===== src/hw/rtl/voice_slot_manager_with_command_queue_macros.svh =====
// Assertion macros shared by the voice slot manager.
`ifndef VOICE_SLOT_MANAGER_WITH_COMMAND_QUEUE_MACROS_SVH
`define VOICE_SLOT_MANAGER_WITH_COMMAND_QUEUE_MACROS_SVH

// Checks that an implication holds at every clock edge outside reset.
`define VSM_ASSERT_IMP(lbl, clk, rst_n, ante, cons, msg) \
    lbl: assert property (@(posedge clk) disable iff (!rst_n) (ante) |-> (cons)) \
        else $error(msg);

// Checks that a condition holds in the cycle after its trigger.
`define VSM_ASSERT_NEXT(lbl, clk, rst_n, ante, cons, msg) \
    lbl: assert property (@(posedge clk) disable iff (!rst_n) (ante) |=> (cons)) \
        else $error(msg);

`endif


===== src/hw/rtl/vsm_pkg.sv =====
// Package with types and constants of the voice slot manager.
package vsm_pkg;

    localparam int MaxVoices  = 16;
    localparam int QueueDepth = 32;
    localparam int NumBuses   = 4;
    localparam int SlotW      = 4;
    localparam int QPtrW      = 5;
    localparam int QCntW      = 6;
    localparam int CountW     = 5;
    localparam logic [15:0] GainOne = 16'd4096;

    typedef enum logic [2:0] {
        MODE_PLAY   = 3'd0,
        MODE_STOP   = 3'd1,
        MODE_PAUSE  = 3'd2,
        MODE_RESUME = 3'd3,
        MODE_SEEK   = 3'd4,
        MODE_GAIN   = 3'd5,
        MODE_BUSG   = 3'd6,
        MODE_FLUSH  = 3'd7
    } t_mode;

    typedef enum logic [2:0] {
        CMD_NONE   = 3'd0,
        CMD_PLAY   = 3'd1,
        CMD_STOP   = 3'd2,
        CMD_PAUSE  = 3'd3,
        CMD_RESUME = 3'd4,
        CMD_SEEK   = 3'd5,
        CMD_GAIN   = 3'd6,
        CMD_BUSG   = 3'd7
    } t_cmd;

    localparam logic [1:0] StOk      = 2'd0;
    localparam logic [1:0] StInvalid = 2'd1;
    localparam logic [1:0] StFull    = 2'd2;

    typedef struct packed {
        logic [2:0]  mode;
        logic [3:0]  voice_slot;
        logic [15:0] voice_generation;
        logic [15:0] clip_id;
        logic [15:0] gain;
        logic [15:0] pitch;
        logic [2:0]  bus;
        logic        loop_flag;
        logic [31:0] frame_index;
    } t_req;

    typedef struct packed {
        logic [1:0]  status;
        logic [3:0]  out_slot;
        logic [15:0] out_generation;
        logic [2:0]  cmd_type;
        logic [15:0] cmd_clip;
        logic [15:0] cmd_gain;
        logic [15:0] cmd_pitch;
        logic [1:0]  cmd_bus;
        logic        cmd_loop;
        logic [31:0] cmd_frame;
        logic [4:0]  active_voices;
        logic        last;
    } t_res;

    // Item handed from the front part to the back part.
    typedef struct packed {
        logic        flush;
        logic        disabled;
        t_req        req;
    } t_job;

    typedef enum logic [1:0] {
        BK_IDLE  = 2'd0,
        BK_EXEC  = 2'd1,
        BK_FLUSH = 2'd2
    } t_bk_state;

endpackage


===== src/hw/rtl/vsm_if.sv =====
// Valid/ready channel interfaces for requests, results and configuration.
interface vsm_req_if;
    logic             valid;
    logic             ready;
    vsm_pkg::t_req    data;
    modport source (output valid, output data, input ready);
    modport sink   (input valid, input data, output ready);
endinterface

interface vsm_res_if;
    logic             valid;
    logic             ready;
    vsm_pkg::t_res    data;
    modport source (output valid, output data, input ready);
    modport sink   (input valid, input data, output ready);
endinterface

interface vsm_cfg_if;
    logic valid;
    logic ready;
    logic data;
    modport source (output valid, output data, input ready);
    modport sink   (input valid, input data, output ready);
endinterface


===== src/hw/rtl/voice_slot_manager_with_command_queue.sv =====
// Top level of the voice slot manager with command queue.
//  channel | dir | signals
//  req     | in  | req.valid / req.ready / req.data (t_req)
//  res     | out | res.valid / res.ready / res.data (t_res)
//  cfg     | in  | cfg.valid / cfg.ready / cfg.data (enabled)
// A request's result is registered after the job queue and the back part's execute
// state; one request is executed at a time. A flush reads the command ring memory with
// registered reads, one command at a time (a read, then its result once the result
// register is free), at most 32 per flush.
// Reset is synchronous and active low; no clearing pass is needed.
// Either side may stall: the job queue holds two requests, the result register holds one.
`include "voice_slot_manager_with_command_queue_macros.svh"
module voice_slot_manager_with_command_queue (
    input  logic i_clk,
    input  logic i_rst_n,
    vsm_req_if.sink   req,
    vsm_res_if.source res,
    vsm_cfg_if.sink   cfg
);
    logic          r_enabled;
    logic          job_valid, pop;
    vsm_pkg::t_job job;

    assign cfg.ready = 1'b1;

    always_ff @(posedge i_clk) begin
        if (!i_rst_n) begin
            r_enabled <= 1'b0;
        end else if (cfg.valid) begin
            r_enabled <= cfg.data;
        end
    end

    vsm_front u_front (
        .i_clk       (i_clk),
        .i_rst_n     (i_rst_n),
        .i_enabled   (r_enabled),
        .req         (req),
        .i_pop       (pop),
        .o_job_valid (job_valid),
        .o_job       (job)
    );

    vsm_back u_back (
        .i_clk       (i_clk),
        .i_rst_n     (i_rst_n),
        .i_job_valid (job_valid),
        .i_job       (job),
        .o_pop       (pop),
        .res         (res)
    );

    `VSM_ASSERT_IMP(a_pop_needs_job, i_clk, i_rst_n, pop, job_valid,
        "job popped from an empty queue")
    `VSM_ASSERT_IMP(a_count_range, i_clk, i_rst_n, res.valid,
        res.data.active_voices <= 5'd16, "active voice count out of range")
    `VSM_ASSERT_NEXT(a_res_after_pop, i_clk, i_rst_n, pop && !job.flush, res.valid,
        "request executed without a result")
endmodule


===== src/hw/rtl/vsm_front.sv =====
// Front part: accepts requests and places them in a short job queue.
module vsm_front (
    input  logic            i_clk,
    input  logic            i_rst_n,
    input  logic            i_enabled,
    vsm_req_if.sink         req,
    input  logic            i_pop,
    output logic            o_job_valid,
    output vsm_pkg::t_job   o_job
);
    // Two entry queue of classified jobs.
    vsm_pkg::t_job r_q [2];
    logic          r_wp, r_rp;
    logic [1:0]    r_cnt;
    logic          push;
    vsm_pkg::t_job job;

    assign req.ready   = (r_cnt != 2'd2);
    assign push        = req.valid && req.ready;
    assign o_job_valid = (r_cnt != 2'd0);
    assign o_job       = r_q[r_rp];

    always_comb begin
        job.req      = req.data;
        job.flush    = (vsm_pkg::t_mode'(req.data.mode) == vsm_pkg::MODE_FLUSH);
        job.disabled = !i_enabled;
    end

    always_ff @(posedge i_clk) begin
        if (push) begin
            r_q[r_wp] <= job;
        end
        if (!i_rst_n) begin
            r_wp  <= 1'b0;
            r_rp  <= 1'b0;
            r_cnt <= 2'd0;
        end else begin
            if (push) begin
                r_wp <= ~r_wp;
            end
            if (i_pop) begin
                r_rp <= ~r_rp;
            end
            r_cnt <= r_cnt + {1'b0, push} - {1'b0, i_pop};
        end
    end
endmodule


===== src/hw/rtl/vsm_back.sv =====
// Back part: slot table, command ring and result generation.
module vsm_back (
    input  logic            i_clk,
    input  logic            i_rst_n,
    input  logic            i_job_valid,
    input  vsm_pkg::t_job   i_job,
    output logic            o_pop,
    vsm_res_if.source       res
);
    logic [vsm_pkg::MaxVoices-1:0] r_active, r_paused, r_loop;
    logic [15:0] r_gen  [vsm_pkg::MaxVoices];
    logic [15:0] r_clip [vsm_pkg::MaxVoices];
    logic [15:0] r_sgain[vsm_pkg::MaxVoices];
    logic [1:0]  r_sbus [vsm_pkg::MaxVoices];
    logic [15:0] r_bgain[vsm_pkg::NumBuses];
    logic [vsm_pkg::CountW-1:0] r_act_cnt;

    // Command ring memory: head 23 bits, payload 51 bits.
    logic [22:0] r_qhead[vsm_pkg::QueueDepth];
    logic [50:0] r_qpl  [vsm_pkg::QueueDepth];
    logic [22:0] r_rd_head;
    logic [50:0] r_rd_pl;
    logic [vsm_pkg::QPtrW-1:0] r_rptr, r_wptr;
    logic [vsm_pkg::QCntW-1:0] r_qcnt;

    vsm_pkg::t_bk_state r_state, n_state;
    logic        r_ovalid, n_ovalid;
    vsm_pkg::t_res r_out, n_out;
    logic        r_rd_valid;
    logic [5:0]  r_fl_n;

    vsm_pkg::t_req rq;
    logic        out_free;
    logic        have_free;
    logic [vsm_pkg::SlotW-1:0] free_idx;
    logic        q_full, h_ok, bus_ok;
    logic [15:0] cur_gen, gen_take, gen_bump, gen_retry;
    logic [22:0] w_head;
    logic [50:0] w_pl;
    logic        do_push;
    logic        play_drop;
    logic [1:0]  st;
    logic        fl_emit, fl_take;
    logic [2:0]  fl_type;
    logic        exec_go, flush_start;
    logic [vsm_pkg::CountW-1:0] cnt_after;

    assign rq       = i_job.req;
    assign out_free = !r_ovalid || res.ready;
    assign q_full   = (r_qcnt == vsm_pkg::QCntW'(vsm_pkg::QueueDepth));
    assign bus_ok   = (rq.bus < 3'(vsm_pkg::NumBuses));
    assign cur_gen  = r_gen[rq.voice_slot];
    assign h_ok     = r_active[rq.voice_slot] && (cur_gen == rq.voice_generation);

    always_comb begin
        have_free = 1'b0;
        free_idx  = '0;
        for (int k = vsm_pkg::MaxVoices - 1; k >= 0; k--) begin
            if (!r_active[k]) begin
                have_free = 1'b1;
                free_idx  = vsm_pkg::SlotW'(k);
            end
        end
    end

    assign gen_take  = (r_gen[free_idx] == 16'd0) ? 16'd1 : r_gen[free_idx];
    assign gen_bump  = (cur_gen == 16'hFFFF) ? 16'd1 : cur_gen + 16'd1;
    // A play that finds the ring full still takes and releases its slot.
    assign gen_retry = (gen_take == 16'hFFFF) ? 16'd1 : gen_take + 16'd1;

    // Decide the outcome of a non-flush request.
    always_comb begin
        st        = vsm_pkg::StOk;
        do_push   = 1'b0;
        play_drop = 1'b0;
        w_head    = '0;
        w_pl      = '0;
        unique case (vsm_pkg::t_mode'(rq.mode))
            vsm_pkg::MODE_PLAY: begin
                w_head = {vsm_pkg::CMD_PLAY, free_idx, gen_take};
                w_pl   = {rq.loop_flag, rq.bus[1:0], rq.pitch, rq.gain, rq.clip_id};
                if (rq.clip_id == 16'd0 || !bus_ok || rq.pitch == 16'd0) begin
                    st = vsm_pkg::StInvalid;
                end else if (!have_free || q_full) begin
                    st        = vsm_pkg::StFull;
                    play_drop = have_free;
                end else begin
                    do_push = 1'b1;
                end
            end
            vsm_pkg::MODE_BUSG: begin
                w_head = {vsm_pkg::CMD_BUSG, 20'd0};
                w_pl   = {1'b0, rq.bus[1:0], 16'd0, rq.gain, 16'd0};
                if (!bus_ok) begin
                    st = vsm_pkg::StInvalid;
                end else if (q_full) begin
                    st = vsm_pkg::StFull;
                end else begin
                    do_push = 1'b1;
                end
            end
            default: begin
                w_head = {rq.mode + 3'd1, rq.voice_slot, rq.voice_generation};
                if (vsm_pkg::t_mode'(rq.mode) == vsm_pkg::MODE_SEEK) begin
                    w_pl = {19'd0, rq.frame_index};
                end else if (vsm_pkg::t_mode'(rq.mode) == vsm_pkg::MODE_GAIN) begin
                    w_pl = {19'd0, rq.gain, 16'd0};
                end
                if (!h_ok) begin
                    st = vsm_pkg::StInvalid;
                end else if (q_full) begin
                    st = vsm_pkg::StFull;
                end else begin
                    do_push = 1'b1;
                end
            end
        endcase
        if (i_job.disabled) begin
            st        = vsm_pkg::StInvalid;
            do_push   = 1'b0;
            play_drop = 1'b0;
        end
    end

    always_comb begin
        cnt_after = r_act_cnt;
        if (do_push && vsm_pkg::t_mode'(rq.mode) == vsm_pkg::MODE_PLAY) begin
            cnt_after = r_act_cnt + 5'd1;
        end else if (do_push && vsm_pkg::t_mode'(rq.mode) == vsm_pkg::MODE_STOP) begin
            cnt_after = r_act_cnt - 5'd1;
        end
    end

    // Flush: a registered read of the ring head, then its result; one entry at a time.
    assign fl_type = r_rd_head[22:20];
    assign fl_emit = (r_state == vsm_pkg::BK_FLUSH) && r_rd_valid && out_free;
    assign fl_take = (r_state == vsm_pkg::BK_FLUSH) && !r_rd_valid && (r_qcnt != '0)
                     && (r_fl_n != 6'd32);

    always_comb begin
        n_state = r_state;
        unique case (r_state)
            vsm_pkg::BK_IDLE: begin
                if (i_job_valid) begin
                    n_state = (i_job.flush && !i_job.disabled) ? vsm_pkg::BK_FLUSH
                                                                : vsm_pkg::BK_EXEC;
                end
            end
            vsm_pkg::BK_EXEC: begin
                if (out_free) begin
                    n_state = vsm_pkg::BK_IDLE;
                end
            end
            vsm_pkg::BK_FLUSH: begin
                if (out_free && !r_rd_valid && !fl_take) begin
                    n_state = vsm_pkg::BK_IDLE;
                end
            end
            default: n_state = vsm_pkg::BK_IDLE;
        endcase
    end

    always_comb begin
        exec_go     = (r_state == vsm_pkg::BK_EXEC) && out_free;
        flush_start = 1'b0;
        o_pop       = 1'b0;
        if (exec_go) begin
            o_pop = 1'b1;
        end
        if (r_state == vsm_pkg::BK_FLUSH && n_state == vsm_pkg::BK_IDLE) begin
            o_pop = 1'b1;
        end
        if (r_state == vsm_pkg::BK_IDLE && n_state == vsm_pkg::BK_FLUSH) begin
            flush_start = 1'b1;
        end
    end

    // Next value of the result register.
    always_comb begin
        n_ovalid = r_ovalid && !res.ready;
        n_out    = r_out;
        if (exec_go) begin
            n_ovalid            = 1'b1;
            n_out               = '0;
            n_out.status        = st;
            n_out.active_voices = cnt_after;
            n_out.last          = 1'b1;
            if (i_job.flush) begin
                n_out.active_voices = r_act_cnt;
            end else if (do_push && vsm_pkg::t_mode'(rq.mode) == vsm_pkg::MODE_PLAY) begin
                n_out.out_slot       = free_idx;
                n_out.out_generation = gen_take;
            end
        end
        if (fl_emit) begin
            n_ovalid            = 1'b1;
            n_out               = '0;
            n_out.cmd_type      = fl_type;
            n_out.active_voices = r_act_cnt;
            n_out.last          = (r_qcnt == '0) || (r_fl_n == 6'd32);
            if (vsm_pkg::t_cmd'(fl_type) != vsm_pkg::CMD_BUSG) begin
                n_out.out_slot       = r_rd_head[19:16];
                n_out.out_generation = r_rd_head[15:0];
            end
            if (vsm_pkg::t_cmd'(fl_type) == vsm_pkg::CMD_PLAY) begin
                n_out.cmd_clip  = r_rd_pl[15:0];
                n_out.cmd_pitch = r_rd_pl[47:32];
                n_out.cmd_loop  = r_rd_pl[50];
            end
            if (vsm_pkg::t_cmd'(fl_type) == vsm_pkg::CMD_PLAY
                || vsm_pkg::t_cmd'(fl_type) == vsm_pkg::CMD_GAIN
                || vsm_pkg::t_cmd'(fl_type) == vsm_pkg::CMD_BUSG) begin
                n_out.cmd_gain = r_rd_pl[31:16];
            end
            if (vsm_pkg::t_cmd'(fl_type) == vsm_pkg::CMD_PLAY
                || vsm_pkg::t_cmd'(fl_type) == vsm_pkg::CMD_BUSG) begin
                n_out.cmd_bus = r_rd_pl[49:48];
            end
            if (vsm_pkg::t_cmd'(fl_type) == vsm_pkg::CMD_SEEK) begin
                n_out.cmd_frame = r_rd_pl[31:0];
            end
        end
        // An empty flush gives a single status-only result.
        if (r_state == vsm_pkg::BK_FLUSH && !r_rd_valid && !fl_take && out_free
            && r_fl_n == 6'd0) begin
            n_ovalid            = 1'b1;
            n_out               = '0;
            n_out.active_voices = r_act_cnt;
            n_out.last          = 1'b1;
        end
    end

    assign res.valid = r_ovalid;
    assign res.data  = r_out;

    always_ff @(posedge i_clk) begin
        if (exec_go && do_push) begin
            r_qhead[r_wptr] <= w_head;
            r_qpl[r_wptr]   <= w_pl;
        end
        if (fl_take) begin
            r_rd_head <= r_qhead[r_rptr];
            r_rd_pl   <= r_qpl[r_rptr];
        end
    end

    always_ff @(posedge i_clk) begin
        if (!i_rst_n) begin
            r_state    <= vsm_pkg::BK_IDLE;
            r_ovalid   <= 1'b0;
            r_out      <= '0;
            r_rd_valid <= 1'b0;
            r_fl_n     <= '0;
            r_active   <= '0;
            r_paused   <= '0;
            r_loop     <= '0;
            r_act_cnt  <= '0;
            r_rptr     <= '0;
            r_wptr     <= '0;
            r_qcnt     <= '0;
            for (int k = 0; k < vsm_pkg::MaxVoices; k++) begin
                r_gen[k]   <= '0;
                r_clip[k]  <= '0;
                r_sgain[k] <= vsm_pkg::GainOne;
                r_sbus[k]  <= '0;
            end
            for (int k = 0; k < vsm_pkg::NumBuses; k++) begin
                r_bgain[k] <= '0;
            end
        end else begin
            r_state  <= n_state;
            r_ovalid <= n_ovalid;
            r_out    <= n_out;
            if (flush_start) begin
                r_fl_n <= '0;
            end
            if (exec_go) begin
                if (do_push) begin
                    r_wptr <= (r_wptr == vsm_pkg::QPtrW'(vsm_pkg::QueueDepth - 1)) ? '0
                                                                                     : r_wptr + 1'b1;
                    r_qcnt    <= r_qcnt + 1'b1;
                    r_act_cnt <= cnt_after;
                    unique case (vsm_pkg::t_mode'(rq.mode))
                        vsm_pkg::MODE_PLAY: begin
                            r_gen[free_idx]    <= gen_take;
                            r_clip[free_idx]   <= rq.clip_id;
                            r_sgain[free_idx]  <= rq.gain;
                            r_sbus[free_idx]   <= rq.bus[1:0];
                            r_active[free_idx] <= 1'b1;
                            r_paused[free_idx] <= 1'b0;
                            r_loop[free_idx]   <= rq.loop_flag;
                        end
                        vsm_pkg::MODE_STOP: begin
                            r_gen[rq.voice_slot]    <= gen_bump;
                            r_clip[rq.voice_slot]   <= '0;
                            r_sgain[rq.voice_slot]  <= vsm_pkg::GainOne;
                            r_sbus[rq.voice_slot]   <= '0;
                            r_active[rq.voice_slot] <= 1'b0;
                            r_paused[rq.voice_slot] <= 1'b0;
                            r_loop[rq.voice_slot]   <= 1'b0;
                        end
                        vsm_pkg::MODE_PAUSE:  r_paused[rq.voice_slot] <= 1'b1;
                        vsm_pkg::MODE_RESUME: r_paused[rq.voice_slot] <= 1'b0;
                        vsm_pkg::MODE_GAIN:   r_sgain[rq.voice_slot]  <= rq.gain;
                        vsm_pkg::MODE_BUSG:   r_bgain[rq.bus[1:0]]    <= rq.gain;
                        default: ;
                    endcase
                end else if (play_drop) begin
                    r_gen[free_idx] <= gen_retry;
                end
            end
            if (fl_take) begin
                r_rd_valid <= 1'b1;
                r_rptr <= (r_rptr == vsm_pkg::QPtrW'(vsm_pkg::QueueDepth - 1)) ? '0
                                                                                 : r_rptr + 1'b1;
                r_qcnt <= r_qcnt - 1'b1;
                r_fl_n <= r_fl_n + 6'd1;
            end
            if (fl_emit) begin
                r_rd_valid <= 1'b0;
            end
        end
    end

    // Paused, loop, clip, slot bus and bus gain state is kept for the mixer but not reported.
    logic unused_state;
    assign unused_state = ^{r_paused, r_loop, r_clip[0], r_sbus[0], r_bgain[0]};
endmodule

===== src/flat_wrapper.sv =====
// flat-port wrapper written by rule: the top's interface ports become plain ports
module voice_slot_manager_with_command_queue_flat 
  (i_clk, i_rst_n, req_valid, req_data, req_ready, res_valid, res_data, res_ready, cfg_valid, cfg_data, cfg_ready);
  vsm_req_if req_i ();
  vsm_res_if res_i ();
  vsm_cfg_if cfg_i ();
  input  logic i_clk;
  input  logic i_rst_n;
  input wire logic [$bits(req_i.valid)-1:0] req_valid;
  input wire logic [$bits(req_i.data)-1:0] req_data;
  output wire logic [$bits(req_i.ready)-1:0] req_ready;
  output wire logic [$bits(res_i.valid)-1:0] res_valid;
  output wire logic [$bits(res_i.data)-1:0] res_data;
  input wire logic [$bits(res_i.ready)-1:0] res_ready;
  input wire logic [$bits(cfg_i.valid)-1:0] cfg_valid;
  input wire logic [$bits(cfg_i.data)-1:0] cfg_data;
  output wire logic [$bits(cfg_i.ready)-1:0] cfg_ready;
  assign req_i.valid = req_valid;
  assign req_i.data = req_data;
  assign req_ready = req_i.ready;
  assign res_valid = res_i.valid;
  assign res_data = res_i.data;
  assign res_i.ready = res_ready;
  assign cfg_i.valid = cfg_valid;
  assign cfg_i.data = cfg_data;
  assign cfg_ready = cfg_i.ready;
  voice_slot_manager_with_command_queue u_core (.i_clk(i_clk), .i_rst_n(i_rst_n), .req(req_i), .res(res_i), .cfg(cfg_i));
endmodule

===== config.mk =====
export PLATFORM = sky130hd
export DESIGN_NAME = voice_slot_manager_with_command_queue_flat
export DESIGN_NICKNAME = d
export VERILOG_FILES = /design/src/hw/rtl/vsm_pkg.sv /design/src/hw/rtl/vsm_if.sv /design/src/hw/rtl/voice_slot_manager_with_command_queue.sv /design/src/hw/rtl/vsm_front.sv /design/src/hw/rtl/vsm_back.sv /design/src/flat_wrapper.sv
export VERILOG_INCLUDE_DIRS = /design/src /design/src/hw/rtl
export SDC_FILE = /design/constraint.sdc
export NUM_CORES = 2
export LEC_CHECK = 0
export BUFFER_PORTS_ARGS = -buffer_cell sky130_fd_sc_hd__buf_2
export CAP_MARGIN = 20
export CORE_MARGIN = 2
export CORE_UTILIZATION = 62
export DETAILED_ROUTE_END_ITERATION = 16
export PLACE_DENSITY = 0.79
export SYNTH_ARGS = -nofsm -noshare
export SYNTH_HDL_FRONTEND = slang
export SYNTH_HIERARCHICAL = 1
export SYNTH_SLANG_ARGS = --single-unit

===== constraint.sdc =====
create_clock -name i_clk -period 9.9 [get_ports i_clk]
set_input_delay 0.495 -clock i_clk [delete_from_list [all_inputs] [get_ports i_clk]]
set_output_delay 0.495 -clock i_clk [all_outputs]
set_load 0.02 [all_outputs]

Word-level counts from Yosys, hierarchy flattened
Memory sizes are Yosys's and may differ from the RTL's. A register that Yosys moved wholly into a read port is not among the register bits.
Cells that the tools add are included.
- register bits after elaboration: 166
- memory bits (writable): 2842
- input port bits: 113
- output and inout bits: 117
- word-level logic and storage cells: 263
- memories: 4
- $add $sub $neg: 12
- $lt $le $gt $ge: 5
- equality and inequality tests: 22
- muxes and demuxes: 126
- bitwise logic cells: 7
- reduce and logical (&&, ||, !) cells: 62
- memories (memory ; words ; width ; rd ports ; clocked after memory_dff ; write ports ; line ; RTL):
    u_core.u_back.r_qpl ; 32 ; 51 ; 1 ; 1 ; 1 ; vsm_back.sv:20 ; logic [50:0] r_qpl [vsm_pkg::QueueDepth];
    u_core.u_back.r_qhead ; 32 ; 23 ; 1 ; 1 ; 1 ; vsm_back.sv:19 ; logic [22:0] r_qhead[vsm_pkg::QueueDepth];
    u_core.u_back.r_gen ; 16 ; 16 ; 2 ; 0 ; 16 ; vsm_back.sv:11 ; logic [15:0] r_gen [vsm_pkg::MaxVoices];
    u_core.u_front.r_q ; 2 ; 109 ; 1 ; 1 ; 1 ; vsm_front.sv:12 ; vsm_pkg::t_job r_q [2];
- operator list (cell ; number):
    112-bit two-way mux ; 2
    16-bit two-way mux ; 9
    51-bit case mux with 2 select lines ; 1
    32-bit two-way mux ; 3
    4-bit two-way mux ; 18
    1-bit two-way mux ; 60
    20-bit two-way mux ; 3
    16-bit zero test ; 3
    23-bit case mux with 2 select lines ; 1
    6-bit two-way mux ; 6
    16-bit by 1-bit adder with 16-bit output (second input constant) ; 2
    16-bit equality test (second input constant) ; 2
    16-bit case mux with 2 select lines ; 1
    16-bit OR reduction ; 2
    5-bit two-way mux ; 5
    1-bit logical AND ; 22
    2-bit two-way mux ; 11
    3-bit equality test (second input constant) ; 7
    16-bit AND ; 1
    16-bit equality test ; 1
    16-bit NOT ; 1
    16-bit bitwise OR ; 1
    5-bit by 1-bit adder with 5-bit output (second input constant) ; 3
    6-bit by 1-bit adder with 6-bit output (second input constant) ; 2
    other kinds (35) ; 67

Depth between registers and ports, before layout
- depth after elaboration: 31
- gate-level depth with buffers: 21
- mapped depth without buffers: 15

Hierarchy
Netlist, hierarchy kept.
- by module, submodules not included (module ; times used ; cells an instance ; area an instance (um^2)):
    vsm_back ; 1 ; 5757 ; 114954.0
    vsm_front ; 1 ; 369 ; 8166.6
    voice_slot_manager_with_command_queue ; 1 ; 5 ; 47.5

Worst setup path after synthesis
Ideal clock, no wire load.
- path kind: flip-flop to flip-flop
- from: register with a tool-made name
- to: memory u_core.u_back.r_qhead[12][0] (enable)
- setup time: 0.507 ns
- arrival time: 6.848 ns
- data required time: 9.393 ns
- slack: 2.545 ns
- stages on the path, launching flop included: 17
- period minus slack after synthesis: 7.355 ns
- cells stage by stage: dfxtp_1 -> buf_6 -> buf_6 -> buf_6 -> mux2_4 -> buf_2 -> clkinv_1 -> clkbuf_1 -> mux2_2 -> xor2_1 -> nor4_1 -> o211ai_1 -> o31ai_4 -> and3_1 -> clkbuf_1 -> nand2_1 -> nor2_1
- RTL lines (item ; line):
    end, declared ; vsm_back.sv:19

==> impl_results.md <==
* Critical Path Start Type: flop
* Reg-to-reg slack, setup at 1660 ps
* Maximum number of pins on one net before global-route repair at 132
* Top cell family by delay on the critical path: simple AND/OR/NAND/NOR gates
* Sequential Power Share at 0.485
* Switching power at 8.845 mW
* Vias after detailed routing at 73,130
* First-pass GRT wire length at 569,300 µm
* Fin area at 0.1404 mm²
* Number of ports placed on the die boundary at 230
* Core region area at 0.1974 mm²
* Critical path class: flop to flop
* Count of final max-slew check failures at 0
* Starting density of the core at 0.6239
* Count of antenna-violating nets left after detailed routing at 0
* Hpwl dp at 219,000 µm
* Arrival time of the worst setup path at 8830 ps
* TritonCTS Buffers at 315
* Fin. Hold Viols at 0
* Layout cell share with drive strength beyond 1 at 0.2972
* Routed wire length at 426,100 µm
* Post-synth top flop: edfxtp_1
* Count of input and output buffers at 228
* Overall global routing resource usage at 0.4079
* Clock Latency Late Sink at 980 ps
* Number of warnings printed during yosys synthesis at 6
* Last weighted congestion value of the routability-driven placer at 1.033
* Vert. Die Dim at 449.7 µm
* Class of the most critical hold timing path: primary input to flop
* Portion of the post-synthesis area used by sequential elements at 0.7381
* Mean cell area of the mapped netlist at 20.09 µm²
* Total congestion overflow at 0
* Tightest Pin Transition at 1373 ps
* Crit path max-delay cell type: nor2_4
* Worst EP required at 10,490 ps
* Root buffer selected by CTS: clkbuf_16
* Final Net Count at 6,787
* Crit end category: flop
* RSZ-0062 raised after global routing: false
* Part of the cycle the worst path needs at 0.8326
* Final setup violation count at 0
* Clock Skews at 105.7 ps
* Maximum frequency from static timing analysis at 121.3 MHz
* Vias in the first global route at 70,260
* Rel. slew slack at 0.08442
* TritonCTS clock tree: built
* Count of flip-flops with a built-in enable after synthesis at 2,916
* Hold-critical path depth at 3
* Syn Nets at 6,266
* Critical Path, Cell by Cell: mux2_4, clkinv_1, mux2i_1, mux2i_1, xor2_1, nor3_1, nand3_1, o31ai_4, and3_1, nand2_1, nor2_4, buf_4
* DRC at 0
* Synthesis-to-layout area growth at 13.97%
* PwrDens at 233.8 mW/mm²
* CTS H-tree depth at 5
* Worst vdd ir at 248.5 µV
* Beginning of the worst hold path: req_valid
* Number of cells traversed by the worst register-to-register path at 12
* Worst Path Max Fanout at 27
* Clk pin slew, worst setup/hold paths at 60 ps
* Async set or reset register ratio after synthesis at 0
* Outcome: completed
* Cells after synthesis at 6,131
* Die Wd at 449.7 µm
* Netlist area before placement at 0.1232 mm²
* Detail-routed net length per standard cell at 44.64 µm
* Worst reg2reg path endpoint: u_core/u_back/r_qhead[21][14]
* Number of buffers added to fix hold violations after cts at 109
* Number of vias per cell at 7.662
* Final setup TNS at 0 ps
* Peak per-stage delay on the critical path at 1110 ps
* Reported max-cap violation count at 0
* Detailed-router iteration count before antenna repair at 8
* Filler Cell Count at 10,880
* Min-Delay Endpoint: u_core/u_front/r_wp
* Top cell by count, worst path: mux2i_1
* Site Rows at 163
* Maximum count of clock buffers along a single path at 4
* Placed Area at 0.1284 mm²
* Post-CTS Setup Inserts at 0
* Fraction of power consumed by combinational cells at 0.143
* Fin crit period at 8243 ps
* Die outline area at 0.2022 mm²
* Smallest hold slack at 32.80 ps
* Total number of clock tree sinks at 3,083
* Seq cells post-synth at 3,083
* Clock share of power at 0.372
* Critical path depth in cells at 12
* Count of cell types in the netlist at 102
* Switching fraction of total power at 0.2695
* Starting DRT DRC Count at 14,610
* Resized cells post-CTS at 0
* Buf/Inv on CP at 2
* Static Leakage at 44.83 nW
* Initial antenna violation count at 36
* Internal power summed over all cells at 23.98 mW
## area by class of cell
| type | count | area, µm² | share of cell area |
|---|---|---|---|
| multi-input combinational | 2654 | 30970 | 0.2206 |
| clock buffer | 421 | 8771 | 0.06248 |
| inverter | 28 | 115.1 | 0.0008200 |
| tap | 2640 | 3303 | 0.02353 |
| antenna | 21 | 52.55 | 0.0003743 |
| sequential | 3083 | 90930 | 0.6477 |
| timing repair buffer | 570 | 4830 | 0.03440 |
| clock inverter | 128 | 1408 | 0.01003 |
## state kept, by name, indices dropped and copies added (netlist names), 2 cells and up, named ones only
register,cells
u_core/u_back/r_qpl,1632
u_core/u_back/r_active,16
u_core/u_back/r_fl_n,6
u_core/u_back/r_rptr,5
u_core/u_front/r_cnt,2
u_core/u_back/r_rd_head,23
u_core/u_back/r_qcnt,6
u_core/u_back/r_state,2
u_core/u_back/r_gen,256
u_core/u_front/r_q,218
u_core/u_back/r_qhead,736
u_core/u_back/r_act_cnt,5
u_core/u_back/res.data,114
u_core/u_back/r_rd_pl,51
u_core/u_back/r_wptr,5
## power groups by stage
stage / logic [mW] / clock network [mW] / registers (mW)
after floorplan: 2.20 / 0 / 16.2
after global placement: 3.81 / 0 / 16.2
after detailed placement: 4.03 / 0 / 16.2
after CTS: 4.17 / 12.0 / 15.9
after global routing: 4.77 / 12.6 / 15.9
final: 4.71 / 12.2 / 15.9
## cells in the mapped netlist (9+ instances only)
master / number / area, µm²
edfxtp_1: 2916 / 87560
mux4_2: 793 / 17860
nor2_1: 454 / 1704
clkbuf_1: 215 / 807.0
mux2_2: 199 / 2241
nand2_1: 179 / 671.9
dfxtp_1: 167 / 3343
mux2i_1: 122 / 1221
a22oi_1: 100 / 750.7
o21ai_0: 79 / 395.4
a21oi_1: 68 / 340.3
buf_2: 67 / 335.3
buf_1: 53 / 198.9
a211oi_1: 43 / 322.8
a22o_1: 41 / 359.1
nand3_1: 39 / 195.2
o22ai_1: 36 / 225.2
nor3_1: 35 / 175.2
xnor2_1: 35 / 306.5
and2_1: 28 / 175.2
inv_1: 27 / 101.4
nor4_1: 23 / 143.9
xor2_1: 23 / 201.4
ha_1: 21 / 262.8
nand2b_1: 19 / 118.9
buf_4: 17 / 127.6
nor2b_1: 17 / 106.4
o211ai_1: 17 / 127.6
a221oi_1: 15 / 131.4
nand4_1: 15 / 93.84
and3_1: 14 / 87.58
buf_6: 14 / 157.7
or3_1: 14 / 87.58
nand2_2: 12 / 75.07
nand3b_1: 11 / 82.58
mux2_4: 10 / 150.1
o2111ai_1: 10 / 87.58
o211a_1: 9 / 90.09
## placed cells by master (no fill, tap or decap), types with 20 or more instances in the layout
| master | n |
|---|---|
| edfxtp_1 | 2916 |
| mux4_2 | 793 |
| nor2_1 | 419 |
| clkbuf_16 | 330 |
| buf_2 | 231 |
| mux2_2 | 199 |
| nand2_1 | 179 |
| buf_4 | 170 |
| dfxtp_1 | 161 |
| mux2i_1 | 122 |
| dlygate4sd3_1 | 109 |
| a22oi_1 | 100 |
| clkbuf_1 | 67 |
| a21oi_1 | 64 |
| o21ai_0 | 62 |
| clkinv_1 | 46 |
| a211oi_1 | 43 |
| a22o_1 | 39 |
| nand3_1 | 39 |
| clkinv_2 | 37 |
| nor2_4 | 36 |
| o22ai_1 | 36 |
| nor3_1 | 35 |
| xnor2_1 | 35 |
| bufinv_16 | 30 |
| and2_1 | 26 |
| inv_1 | 25 |
| clkbuf_8 | 23 |
| xor2_1 | 22 |
| buf_16 | 22 |
| diode_2 | 21 |
| nor4_1 | 21 |
| ha_1 | 21 |
| buf_12 | 20 |
## kinds of logic (layout without fill, tap and decap cells)
family                   after synthesis  count (layout)  share of synthesized area
buffers and inverters                394            1147                    0.01406
XOR/XNOR                              58              58                   0.004124
adder cells (fa/ha/maj)               22              22                   0.002296
other                                  1              22                 0.00003045
AND/OR/NAND/NOR                      909             909                    0.03406
flip-flops                          3083            3083                     0.7381
multiplexers                        1126            1126                     0.1746
AO/OA/AOI/OAI                        538             538                    0.03280
## worst max path at each step
| stage | from | slack [ps] | to |
|---|---|---|---|
| 2_1_floorplan | flop | 2540 | u_core/u_back/r_qhead[12][0] |
| 3_3_place_gp | flop | 2130 | u_core/u_back/r_qhead[24][15] |
| 3_5_place_dp | flop | 2070 | u_core/u_back/r_qpl[21][49] |
| 4_1_cts | flop | 2000 | u_core/u_back/r_qpl[28][46] |
| 5_1_grt | flop | 1720 | u_core/u_back/r_qpl[28][43] |
| 6_report | flop | 1660 | u_core/u_back/r_qhead[21][14] |
## layer usage
| metal | track usage | part of all wire |
|---|---|---|
| met1 | 0.5138 | 0.31 |
| met2 | 0.6494 | 0.47 |
| met3 | 0.08678 | 0.13 |
| met4 | 0.2671 | 0.096 |
| met5 | 0 | 0.00045 |
## stage by stage
stage	setup slack [ps]	instances	util	total power, mW
after floorplan	2545	6131	-	18.36
after global placement	2125	8820	0.6488	19.99
after detailed placement	2067	8834	0.6502	20.21
after CTS	2003	9492	0.7073	32.13
after global routing	1716	9527	0.7108	33.30
final	1657	9545	0.7111	32.82
## worst min-delay path, delay by kind of cell
kind / cells / cell delay (ps)
buf+inv: 1 / 160
compound gates: 2 / 210
(Power assumes the default switching activity.)
